### src/design/rtu_pkg.sv
// rtu_pkg: shared types, codes and constants of the trap unit
// no dependencies; imported by every module of the block

package rtu_pkg;

    localparam int WORD_BITS_DEF = 64;
    localparam int CFG_DATA_BITS = 64;
    localparam int CFG_ADDR_BITS = 6;
    localparam int CFG_SEL_BITS  = 3;
    localparam int CAUSE_BITS    = 6;
    localparam int IRQ_COUNT     = 12;
    localparam int STATUS_BITS   = 13;
    localparam int VEC_STRIDE    = 4;

    // status bit positions
    localparam int ST_SIE  = 1;
    localparam int ST_MIE  = 3;
    localparam int ST_SPIE = 5;
    localparam int ST_MPIE = 7;
    localparam int ST_SPP  = 8;
    localparam int ST_MPP  = 11;

    // pending bit positions driven by the interrupt lines
    localparam int IP_MSIP = 3;
    localparam int IP_MTIP = 7;
    localparam int IP_SEIP = 9;
    localparam int IP_MEIP = 11;

    localparam logic [1:0] PRIV_U = 2'd0;
    localparam logic [1:0] PRIV_S = 2'd1;
    localparam logic [1:0] PRIV_M = 2'd3;

    localparam logic [1:0] VEC_MODE_VECTORED = 2'd1;

    typedef enum logic [2:0] {
        OP_SET_IRQ   = 3'd0,
        OP_POST_TRAP = 3'd1,
        OP_CHECK     = 3'd2,
        OP_MRET      = 3'd3,
        OP_SRET      = 3'd4
    } op_t;

    typedef enum logic [CFG_SEL_BITS-1:0] {
        REG_IRQ_ENABLE   = 3'd0,
        REG_IRQ_DELEG    = 3'd1,
        REG_EXC_DELEG    = 3'd2,
        REG_MACHINE_VEC  = 3'd3,
        REG_SUPER_VEC    = 3'd4
    } reg_idx_t;

    typedef struct packed {
        logic [IRQ_COUNT-1:0]     irq_enable_mask;
        logic [IRQ_COUNT-1:0]     irq_delegation_mask;
        logic [CFG_DATA_BITS-1:0] exc_delegation_mask;
        logic [CFG_DATA_BITS-1:0] machine_vector;
        logic [CFG_DATA_BITS-1:0] super_vector;
    } cfg_t;

    typedef struct packed {
        op_t                   operation;
        logic                  ext_irq;
        logic                  timer_irq;
        logic                  soft_irq;
        logic [CAUSE_BITS-1:0] exc_cause;
    } item_ctl_t;

    typedef struct packed {
        logic                  trap_taken;
        logic                  was_interrupt;
        logic [CAUSE_BITS-1:0] served_cause;
        logic                  redirect;
        logic [1:0]            new_privilege;
        logic                  double_fault;
        logic                  bad_level;
    } res_flags_t;

endpackage

### src/design/rtu_cfg_regs.sv
// rtu_cfg_regs: configuration registers behind the apb-style port
// depends on rtu_pkg

module rtu_cfg_regs import rtu_pkg::*; (
    input  logic                     aclk,
    input  logic                     aresetn,
    input  logic                     psel,
    input  logic                     penable,
    input  logic                     pwrite,
    input  logic [CFG_SEL_BITS-1:0]  reg_sel,
    input  logic [CFG_DATA_BITS-1:0] pwdata,
    output logic [CFG_DATA_BITS-1:0] prdata,
    output cfg_t                     cfg
);

    cfg_t cfg_reg;
    cfg_t cfg_next;
    logic wr_en;

    assign wr_en = psel && penable && pwrite;
    assign cfg   = cfg_reg;

    always_comb begin
        cfg_next = cfg_reg;
        if (wr_en) begin
            case (reg_idx_t'(reg_sel))
                REG_IRQ_ENABLE:  cfg_next.irq_enable_mask     = pwdata[IRQ_COUNT-1:0];
                REG_IRQ_DELEG:   cfg_next.irq_delegation_mask = pwdata[IRQ_COUNT-1:0];
                REG_EXC_DELEG:   cfg_next.exc_delegation_mask = pwdata;
                REG_MACHINE_VEC: cfg_next.machine_vector      = pwdata;
                REG_SUPER_VEC:   cfg_next.super_vector        = pwdata;
                default:         cfg_next = cfg_reg;
            endcase
        end
    end

    always_comb begin
        case (reg_idx_t'(reg_sel))
            REG_IRQ_ENABLE:  prdata = CFG_DATA_BITS'(cfg_reg.irq_enable_mask);
            REG_IRQ_DELEG:   prdata = CFG_DATA_BITS'(cfg_reg.irq_delegation_mask);
            REG_EXC_DELEG:   prdata = cfg_reg.exc_delegation_mask;
            REG_MACHINE_VEC: prdata = cfg_reg.machine_vector;
            REG_SUPER_VEC:   prdata = cfg_reg.super_vector;
            default:         prdata = '0;
        endcase
    end

    always_ff @(posedge aclk) begin
        if (!aresetn) begin
            cfg_reg <= '0;
        end else begin
            cfg_reg <= cfg_next;
        end
    end

endmodule

### src/design/rtu_trap_core.sv
// rtu_trap_core: hart trap state and the single-pass decision for one item
// depends on rtu_pkg; state advances when the top level moves an item on

module rtu_trap_core import rtu_pkg::*; #(
    parameter int WORD_BITS = WORD_BITS_DEF
) (
    input  logic                 aclk,
    input  logic                 aresetn,
    input  logic                 fire,
    input  item_ctl_t            item,
    input  logic [WORD_BITS-1:0] trap_value,
    input  logic [WORD_BITS-1:0] current_pc,
    input  cfg_t                 cfg,
    output res_flags_t           res,
    output logic [WORD_BITS-1:0] res_next_pc
);

    logic [STATUS_BITS-1:0] status_reg,  status_next;
    logic [IRQ_COUNT-1:0]   pending_reg, pending_next;
    logic [1:0]             priv_reg,    priv_next;
    logic [WORD_BITS-1:0]   mepc_reg,    mepc_next;
    logic [WORD_BITS-1:0]   sepc_reg,    sepc_next;
    logic [WORD_BITS-1:0]   mcause_reg,  mcause_next;
    logic [WORD_BITS-1:0]   scause_reg,  scause_next;
    logic [WORD_BITS-1:0]   mtval_reg,   mtval_next;
    logic [WORD_BITS-1:0]   stval_reg,   stval_next;
    logic                   sync_pending_reg, sync_pending_next;
    logic [CAUSE_BITS-1:0]  sync_cause_reg,   sync_cause_next;
    logic [WORD_BITS-1:0]   sync_tval_reg,    sync_tval_next;

    logic [IRQ_COUNT-1:0]   irq_ok;
    logic                   irq_found;
    logic [CAUSE_BITS-1:0]  irq_cause;

    logic                   serve_go;
    logic                   serve_intr;
    logic                   serve_super;
    logic [CAUSE_BITS-1:0]  serve_cause;
    logic [WORD_BITS-1:0]   serve_epc;
    logic [WORD_BITS-1:0]   serve_code;
    logic [WORD_BITS-1:0]   vec;
    logic [WORD_BITS-1:0]   vec_target;

    // delegated interrupts cannot be taken above supervisor
    always_comb begin
        for (int c = 0; c < IRQ_COUNT; c++) begin
            irq_ok[c] = pending_reg[c] && cfg.irq_enable_mask[c] &&
                        (!cfg.irq_delegation_mask[c] || (priv_reg <= PRIV_S));
        end
    end

    // highest numbered eligible cause wins
    always_comb begin
        irq_found = 1'b0;
        irq_cause = '0;
        for (int c = 0; c < IRQ_COUNT; c++) begin
            if (irq_ok[c]) begin
                irq_found = 1'b1;
                irq_cause = CAUSE_BITS'(c);
            end
        end
    end

    always_comb begin
        status_next       = status_reg;
        pending_next      = pending_reg;
        priv_next         = priv_reg;
        mepc_next         = mepc_reg;
        sepc_next         = sepc_reg;
        mcause_next       = mcause_reg;
        scause_next       = scause_reg;
        mtval_next        = mtval_reg;
        stval_next        = stval_reg;
        sync_pending_next = sync_pending_reg;
        sync_cause_next   = sync_cause_reg;
        sync_tval_next    = sync_tval_reg;

        serve_go    = 1'b0;
        serve_intr  = 1'b0;
        serve_super = 1'b0;
        serve_cause = '0;
        serve_epc   = current_pc;
        res         = '0;
        res_next_pc = '0;

        case (item.operation)
            OP_SET_IRQ: begin
                pending_next[IP_MEIP] = item.ext_irq;
                pending_next[IP_SEIP] = item.ext_irq;
                pending_next[IP_MTIP] = item.timer_irq;
                pending_next[IP_MSIP] = item.soft_irq;
            end
            OP_POST_TRAP: begin
                if (!sync_pending_reg) begin
                    sync_pending_next = 1'b1;
                    sync_cause_next   = item.exc_cause;
                    sync_tval_next    = trap_value;
                end else begin
                    res.double_fault = 1'b1;
                end
            end
            OP_CHECK: begin
                if (sync_pending_reg) begin
                    serve_go    = 1'b1;
                    serve_cause = sync_cause_reg;
                    serve_super = cfg.exc_delegation_mask[sync_cause_reg] &&
                                  (priv_reg <= PRIV_S);
                    serve_epc   = current_pc - WORD_BITS'(VEC_STRIDE);
                    sync_pending_next = 1'b0;
                    sync_cause_next   = '0;
                    sync_tval_next    = '0;
                end else if (status_reg[priv_reg] && irq_found) begin
                    serve_go    = 1'b1;
                    serve_intr  = 1'b1;
                    serve_cause = irq_cause;
                    serve_super = cfg.irq_delegation_mask[irq_cause[3:0]];
                end
            end
            OP_MRET: begin
                priv_next            = status_reg[ST_MPP +: 2];
                status_next[ST_MIE]  = status_reg[ST_MPIE];
                status_next[ST_MPIE] = 1'b0;
                res.redirect         = 1'b1;
                res_next_pc          = mepc_reg;
            end
            OP_SRET: begin
                priv_next            = {1'b0, status_reg[ST_SPP]};
                status_next[ST_SIE]  = status_reg[ST_SPIE];
                status_next[ST_SPIE] = 1'b0;
                res.redirect         = 1'b1;
                res_next_pc          = sepc_reg;
            end
            default: begin
                res.bad_level = 1'b1;
            end
        endcase

        // trap entry: direct base, or base plus 4 * cause for vectored interrupts
        vec = serve_super ? cfg.super_vector[WORD_BITS-1:0]
                          : cfg.machine_vector[WORD_BITS-1:0];
        vec_target = {vec[WORD_BITS-1:2], 2'b00};
        if ((vec[1:0] == VEC_MODE_VECTORED) && serve_intr) begin
            vec_target = vec_target + (WORD_BITS'(serve_cause) << 2);
        end
        serve_code = {serve_intr, {(WORD_BITS-CAUSE_BITS-1){1'b0}}, serve_cause};

        if (serve_go) begin
            if (serve_super) begin
                sepc_next            = serve_epc;
                status_next[ST_SPP]  = priv_reg[0];
                status_next[ST_SPIE] = status_reg[ST_SIE];
                status_next[ST_SIE]  = 1'b0;
                stval_next           = sync_tval_reg;
                scause_next          = serve_code;
                priv_next            = PRIV_S;
            end else begin
                mepc_next               = serve_epc;
                status_next[ST_MPP +: 2] = priv_reg;
                status_next[ST_MPIE]    = status_reg[ST_MIE];
                status_next[ST_MIE]     = 1'b0;
                mtval_next              = sync_tval_reg;
                mcause_next             = serve_code;
                priv_next               = PRIV_M;
            end
            res.trap_taken    = 1'b1;
            res.was_interrupt = serve_intr;
            res.served_cause  = serve_cause;
            res.redirect      = 1'b1;
            res_next_pc       = vec_target;
        end

        res.new_privilege = priv_next;
    end

    always_ff @(posedge aclk) begin
        if (!aresetn) begin
            status_reg       <= '0;
            pending_reg      <= '0;
            priv_reg         <= PRIV_M;
            mepc_reg         <= '0;
            sepc_reg         <= '0;
            mcause_reg       <= '0;
            scause_reg       <= '0;
            mtval_reg        <= '0;
            stval_reg        <= '0;
            sync_pending_reg <= 1'b0;
            sync_cause_reg   <= '0;
            sync_tval_reg    <= '0;
        end else if (fire) begin
            status_reg       <= status_next;
            pending_reg      <= pending_next;
            priv_reg         <= priv_next;
            mepc_reg         <= mepc_next;
            sepc_reg         <= sepc_next;
            mcause_reg       <= mcause_next;
            scause_reg       <= scause_next;
            mtval_reg        <= mtval_next;
            stval_reg        <= stval_next;
            sync_pending_reg <= sync_pending_next;
            sync_cause_reg   <= sync_cause_next;
            sync_tval_reg    <= sync_tval_next;
        end
    end

endmodule

### src/design/riscv_trap_unit_top.sv
// riscv_trap_unit_top: an input transfer reaches the result on m_valid through the
// input register then result register with the decision logic between them
// throughput one item per cycle; the trap state updates as an item enters the result register
// a waiting result holds the next item in the input register and stalls input with both full
// reset: synchronous, active low; clears all trap state and configuration, privilege machine
// depends on rtu_pkg, rtu_cfg_regs, rtu_trap_core

module riscv_trap_unit_top import rtu_pkg::*; #(
    parameter int WORD_BITS = WORD_BITS_DEF
) (
    input  logic                     aclk,
    input  logic                     aresetn,
    // input channel
    input  logic                     s_valid,
    output logic                     s_ready,
    input  logic [2:0]               s_operation,
    input  logic                     s_ext_irq,
    input  logic                     s_timer_irq,
    input  logic                     s_soft_irq,
    input  logic [CAUSE_BITS-1:0]    s_exc_cause,
    input  logic [WORD_BITS-1:0]     s_trap_value,
    input  logic [WORD_BITS-1:0]     s_current_pc,
    // result channel
    output logic                     m_valid,
    input  logic                     m_ready,
    output logic                     m_trap_taken,
    output logic                     m_was_interrupt,
    output logic [CAUSE_BITS-1:0]    m_served_cause,
    output logic                     m_redirect,
    output logic [WORD_BITS-1:0]     m_next_pc,
    output logic [1:0]               m_new_privilege,
    output logic                     m_double_fault,
    output logic                     m_bad_level,
    // configuration
    input  logic                     psel,
    input  logic                     penable,
    input  logic                     pwrite,
    input  logic [CFG_ADDR_BITS-1:0] paddr,
    input  logic [CFG_DATA_BITS-1:0] pwdata,
    output logic [CFG_DATA_BITS-1:0] prdata,
    output logic                     pready
);

    cfg_t       cfg;
    res_flags_t core_res;
    logic [WORD_BITS-1:0] core_next_pc;

    logic                 in_valid_reg,  in_valid_next;
    item_ctl_t            in_ctl_reg;
    logic [WORD_BITS-1:0] in_tval_reg;
    logic [WORD_BITS-1:0] in_pc_reg;

    logic                 out_valid_reg, out_valid_next;
    res_flags_t           out_res_reg;
    logic [WORD_BITS-1:0] out_pc_reg;

    logic advance;
    logic s_xfer;

    assign pready = 1'b1;

    rtu_cfg_regs u_cfg (
        .aclk    (aclk),
        .aresetn (aresetn),
        .psel    (psel),
        .penable (penable),
        .pwrite  (pwrite),
        .reg_sel (paddr[CFG_ADDR_BITS-1:CFG_ADDR_BITS-CFG_SEL_BITS]),
        .pwdata  (pwdata),
        .prdata  (prdata),
        .cfg     (cfg)
    );

    rtu_trap_core #(
        .WORD_BITS (WORD_BITS)
    ) u_core (
        .aclk        (aclk),
        .aresetn     (aresetn),
        .fire        (advance),
        .item        (in_ctl_reg),
        .trap_value  (in_tval_reg),
        .current_pc  (in_pc_reg),
        .cfg         (cfg),
        .res         (core_res),
        .res_next_pc (core_next_pc)
    );

    // item moves on when the result register is free or being emptied
    assign advance = in_valid_reg && (!out_valid_reg || m_ready);
    assign s_ready = !in_valid_reg || advance;
    assign s_xfer  = s_valid && s_ready;

    always_comb begin
        in_valid_next = in_valid_reg;
        if (s_xfer) begin
            in_valid_next = 1'b1;
        end else if (advance) begin
            in_valid_next = 1'b0;
        end

        out_valid_next = out_valid_reg;
        if (advance) begin
            out_valid_next = 1'b1;
        end else if (m_ready) begin
            out_valid_next = 1'b0;
        end
    end

    always_ff @(posedge aclk) begin
        if (!aresetn) begin
            in_valid_reg  <= 1'b0;
            out_valid_reg <= 1'b0;
        end else begin
            in_valid_reg  <= in_valid_next;
            out_valid_reg <= out_valid_next;
        end
        if (s_xfer) begin
            in_ctl_reg.operation  <= op_t'(s_operation);
            in_ctl_reg.ext_irq    <= s_ext_irq;
            in_ctl_reg.timer_irq  <= s_timer_irq;
            in_ctl_reg.soft_irq   <= s_soft_irq;
            in_ctl_reg.exc_cause  <= s_exc_cause;
            in_tval_reg           <= s_trap_value;
            in_pc_reg             <= s_current_pc;
        end
        if (advance) begin
            out_res_reg <= core_res;
            out_pc_reg  <= core_next_pc;
        end
    end

    assign m_valid         = out_valid_reg;
    assign m_trap_taken    = out_res_reg.trap_taken;
    assign m_was_interrupt = out_res_reg.was_interrupt;
    assign m_served_cause  = out_res_reg.served_cause;
    assign m_redirect      = out_res_reg.redirect;
    assign m_next_pc       = out_pc_reg;
    assign m_new_privilege = out_res_reg.new_privilege;
    assign m_double_fault  = out_res_reg.double_fault;
    assign m_bad_level     = out_res_reg.bad_level;

endmodule

### config.mk
export PLATFORM = sky130hd
export DESIGN_NAME = riscv_trap_unit_top
export DESIGN_NICKNAME = d
export VERILOG_FILES = /design/src/design/rtu_pkg.sv /design/src/design/rtu_cfg_regs.sv /design/src/design/rtu_trap_core.sv /design/src/design/riscv_trap_unit_top.sv
export SDC_FILE = /design/constraint.sdc
export NUM_CORES = 1
export LEC_CHECK = 0
export BUFFER_PORTS_ARGS = -buffer_cell sky130_fd_sc_hd__buf_2
export CAP_MARGIN = 30
export CORE_MARGIN = 4
export CORE_UTILIZATION = 41
export CTS_CLUSTER_SIZE = 10
export DETAILED_ROUTE_END_ITERATION = 7
export HOLD_SLACK_MARGIN = 0.1
export PLACE_DENSITY = 0.65
export SKIP_CTS_REPAIR_TIMING = 1
export SYNTH_ARGS = -nofsm -noshare
export SYNTH_HDL_FRONTEND = slang
export SYNTH_SLANG_ARGS = --single-unit
### constraint.sdc
create_clock -name aclk -period 6.4 [get_ports aclk]
set_input_delay 0.64 -clock aclk [delete_from_list [all_inputs] [get_ports aclk]]
set_output_delay 0.64 -clock aclk [all_outputs]
set_load 0.02 [all_outputs]
==> run summary <==
status = complete, no violations
die footprint = 68400 µm²
Clock Sink Count = 518
Worst Setup SP = u_core.priv_reg[1]
number of flops mapped to enable cells by yosys = 153
number of max-cap violations = 0
Cells on Worst Hold Path = 1
NumNets Final = 3304
total CTS buffers = 60
critical path type = flop to flop
Final Cycle Share = 88.7%
YS warnings = 0
crit path time final = 5.68 ns
final setup fails = 0
Worst setup EP type = flop
vias in the first global route = 23000
core area = 63300 µm²
largest net degree at the start of global routing = 150
WL per Instance = 23.6 µm
cell taking the most area after synthesis = dfxtp_1
Critical Path Stages = 23
Yosys top cell area share = 27.7%
Crit Path Max Fanout = 12
worst path cell trace = nand2_1, a32o_1, a2111oi_0, o2bb2ai_1, or3_1, nand3_2, buf_4, nand2_1, nand2_1, ha_1, inv_1, fa_1, nor2b_1, o21ai_0, a21boi_0, o21a_1, nor2_1, nor2_1, o21ai_0, buf_4, nor4b_1, xor2_1, o21ai_0
Setup crit start kind = flop
CP peak stage delay = 0.62 ns
antenna violations before repair = 4
FP Rows = 92
Hold Vio Cnt, Final = 0
CTS max path bufs = 3
crit path buf inv count = 3
DP HPWL = 66.5 mm
VDD IR max = 0.238 mV
RR Startpoint = u_core.priv_reg[1]
Via density = 5.92
slowest CP cell = dfxtp_1
RSZ-0062 raised after global routing = false
DRC Markers = 0
vias = 23400
CTS tree = yes
leak pwr = 12.0 nW
register area share after synthesis = 45.2%
DR pass1 iterations = 6
max reg flops = 216
Initial Util = 41.6%
Critical Path AT = 6.03 ns
first-pass GRT wire length = 139 mm
worst min-delay path startpoint = s_exc_cause[1]
Syn Area/Cell = 9.15 µm²
antenna-violating nets left = 0
type of the tightest min-delay check = primary input to flop
Synth Flop Type = dfxtp_1
layout cells sized above 1 = 16.6%
synth top area cells = dfxtp_1, edfxtp_1, nand2_1
IO Pins = 361
filler cell count = 5996
R2R depth = 23
setup TNS = 0 ns
Clk Latency, worst-skew pair = 0.63 ns
synthesized area = 26400 µm²
crit-path leading delay family = compound AO/OA/AOI/OAI gates
most common cell after layout, fill and taps aside = nand2_1
syn nets = 3107
height of the die = 262 µm
total track usage = 26.3%
Seq cells post-synth = 518
routability cong. = 0.897
htree depth = 2
Slew Limit Fails = 0
Final Skew = 0.0223 ns
Clk Tree Root Cell = clkbuf_16
area delta synth->final = 15.5%
Max Fclk = 176 MHz
Finished Layout Cells = 3964
# placed instances = 3858
port buffer count = 292
worst path required time = 6.75 ns
highest-count cells in the layout ignoring fill and taps = nand2_1, dfxtp_1, buf_2, a21boi_0, edfxtp_1
relative slew slack = 30.7%
Clock transition at path regs = 0.06 ns
final instance area = 30500 µm²
Cell Pwr Density = 229 nW/µm²
total grt overflow = 0
aggregate routed wire length = 93.7 mm
Die W = 262 µm
Post-synth ARST share = 0%
placed cell area = 28600 µm²
Iteration-0 DRC Markers = 2392
Gate Count Post-Synth = 2882
Synth cell types = 95
Slew @ Worst Pin = 1.04 ns
-- final cells by class --
class                      instances  area [µm²]  share of cell area (%)
clock inverter                     7        53.8                   0.177
sequential                       518       11900                    39.1
tap                              846        1060                    3.48
antenna                            1        2.50                 0.00822
clock buffer                      93        1680                    5.51
timing repair buffer             354        2090                    6.85
multi-input combinational       2129       13600                    44.7
inverter                          16        61.3                   0.201
-- synthesized netlist by cell type, drive strengths merged, types with 6 or more instances --
| master | count |
|---|---|
| a22o | 7 |
| dfxtp | 365 |
| o31ai | 20 |
| nor4 | 48 |
| o31a | 12 |
| nor2b | 41 |
| nand2 | 728 |
| or2 | 8 |
| ha | 7 |
| o21ai | 93 |
| o22ai | 21 |
| or3 | 17 |
| or4 | 8 |
| xnor2 | 58 |
| a22oi | 87 |
| and2 | 23 |
| and3 | 31 |
| a21oi | 16 |
| a2111oi | 6 |
| inv | 15 |
| mux2 | 26 |
| nand3b | 13 |
| clkbuf | 173 |
| nand4 | 24 |
| nand2b | 7 |
| xor2 | 45 |
| o221ai | 7 |
| nand3 | 61 |
| mux4 | 14 |
| and4 | 12 |
| nor3 | 47 |
| nor3b | 9 |
| edfxtp | 153 |
| nor2 | 74 |
| nor4b | 11 |
| o211a | 123 |
| buf | 46 |
| a31oi | 17 |
| a21boi | 219 |
| mux2i | 116 |
-- per-stage QoR --
stage / setup slack (ns) / total power [W] / utilization, % / hold WS [ns]
after floorplan: 1.12 / 0.00375 / - / 0.439
after global placement: 0.921 / 0.00391 / 45.2 / 0.454
after detailed placement: 0.871 / 0.00392 / 45.2 / 0.460
after CTS: 0.826 / 0.00703 / 48.0 / 0.156
after global routing: 0.374 / 0.00720 / 48.1 / 0.163
final: 0.723 / 0.00698 / 48.1 / 0.185
-- power by group --
group	internal, W	total (W)	switching [W]
sequential	0.00344	0.00350	0.0000584
combinational	0.000126	0.000359	0.000233
clock	0.00178	0.00312	0.00135
total	0.00535	0.00698	0.00164
-- cell families after synthesis --
group / count (synthesis) / synth area share (%)
other cells: 1 / 0.0142
xor+xnor: 103 / 3.42
flops: 518 / 45.2
buf+inv: 235 / 3.60
compound gates: 687 / 20.1
fa+ha+maj: 8 / 0.408
mux: 156 / 6.71
simple gates: 1174 / 20.6
-- worst paths after layout --
path | slack, ns | end
worst max-delay path | 0.72 | m_next_pc[52]
worst min-delay path | 0.18 | in_ctl_reg[1]
worst max register to register | 0.72 | m_next_pc[52]
worst min register to register | 0.47 | u_cfg.cfg[206]
-- layer usage --
| metal | up-vias | global-route usage [%] | share of wire [%] |
|---|---|---|---|
| met1 | 11500 | 33.3 | 40 |
| met5 | - | 0 | 0 |
| met3 | 183 | 3.19 | 6.7 |
| met2 | 1010 | 46.3 | 50 |
| li1 | 10800 | - | - |
| met4 | 0 | 9.19 | 3.4 |
Note: power is estimated with default switching activity, not from simulation.
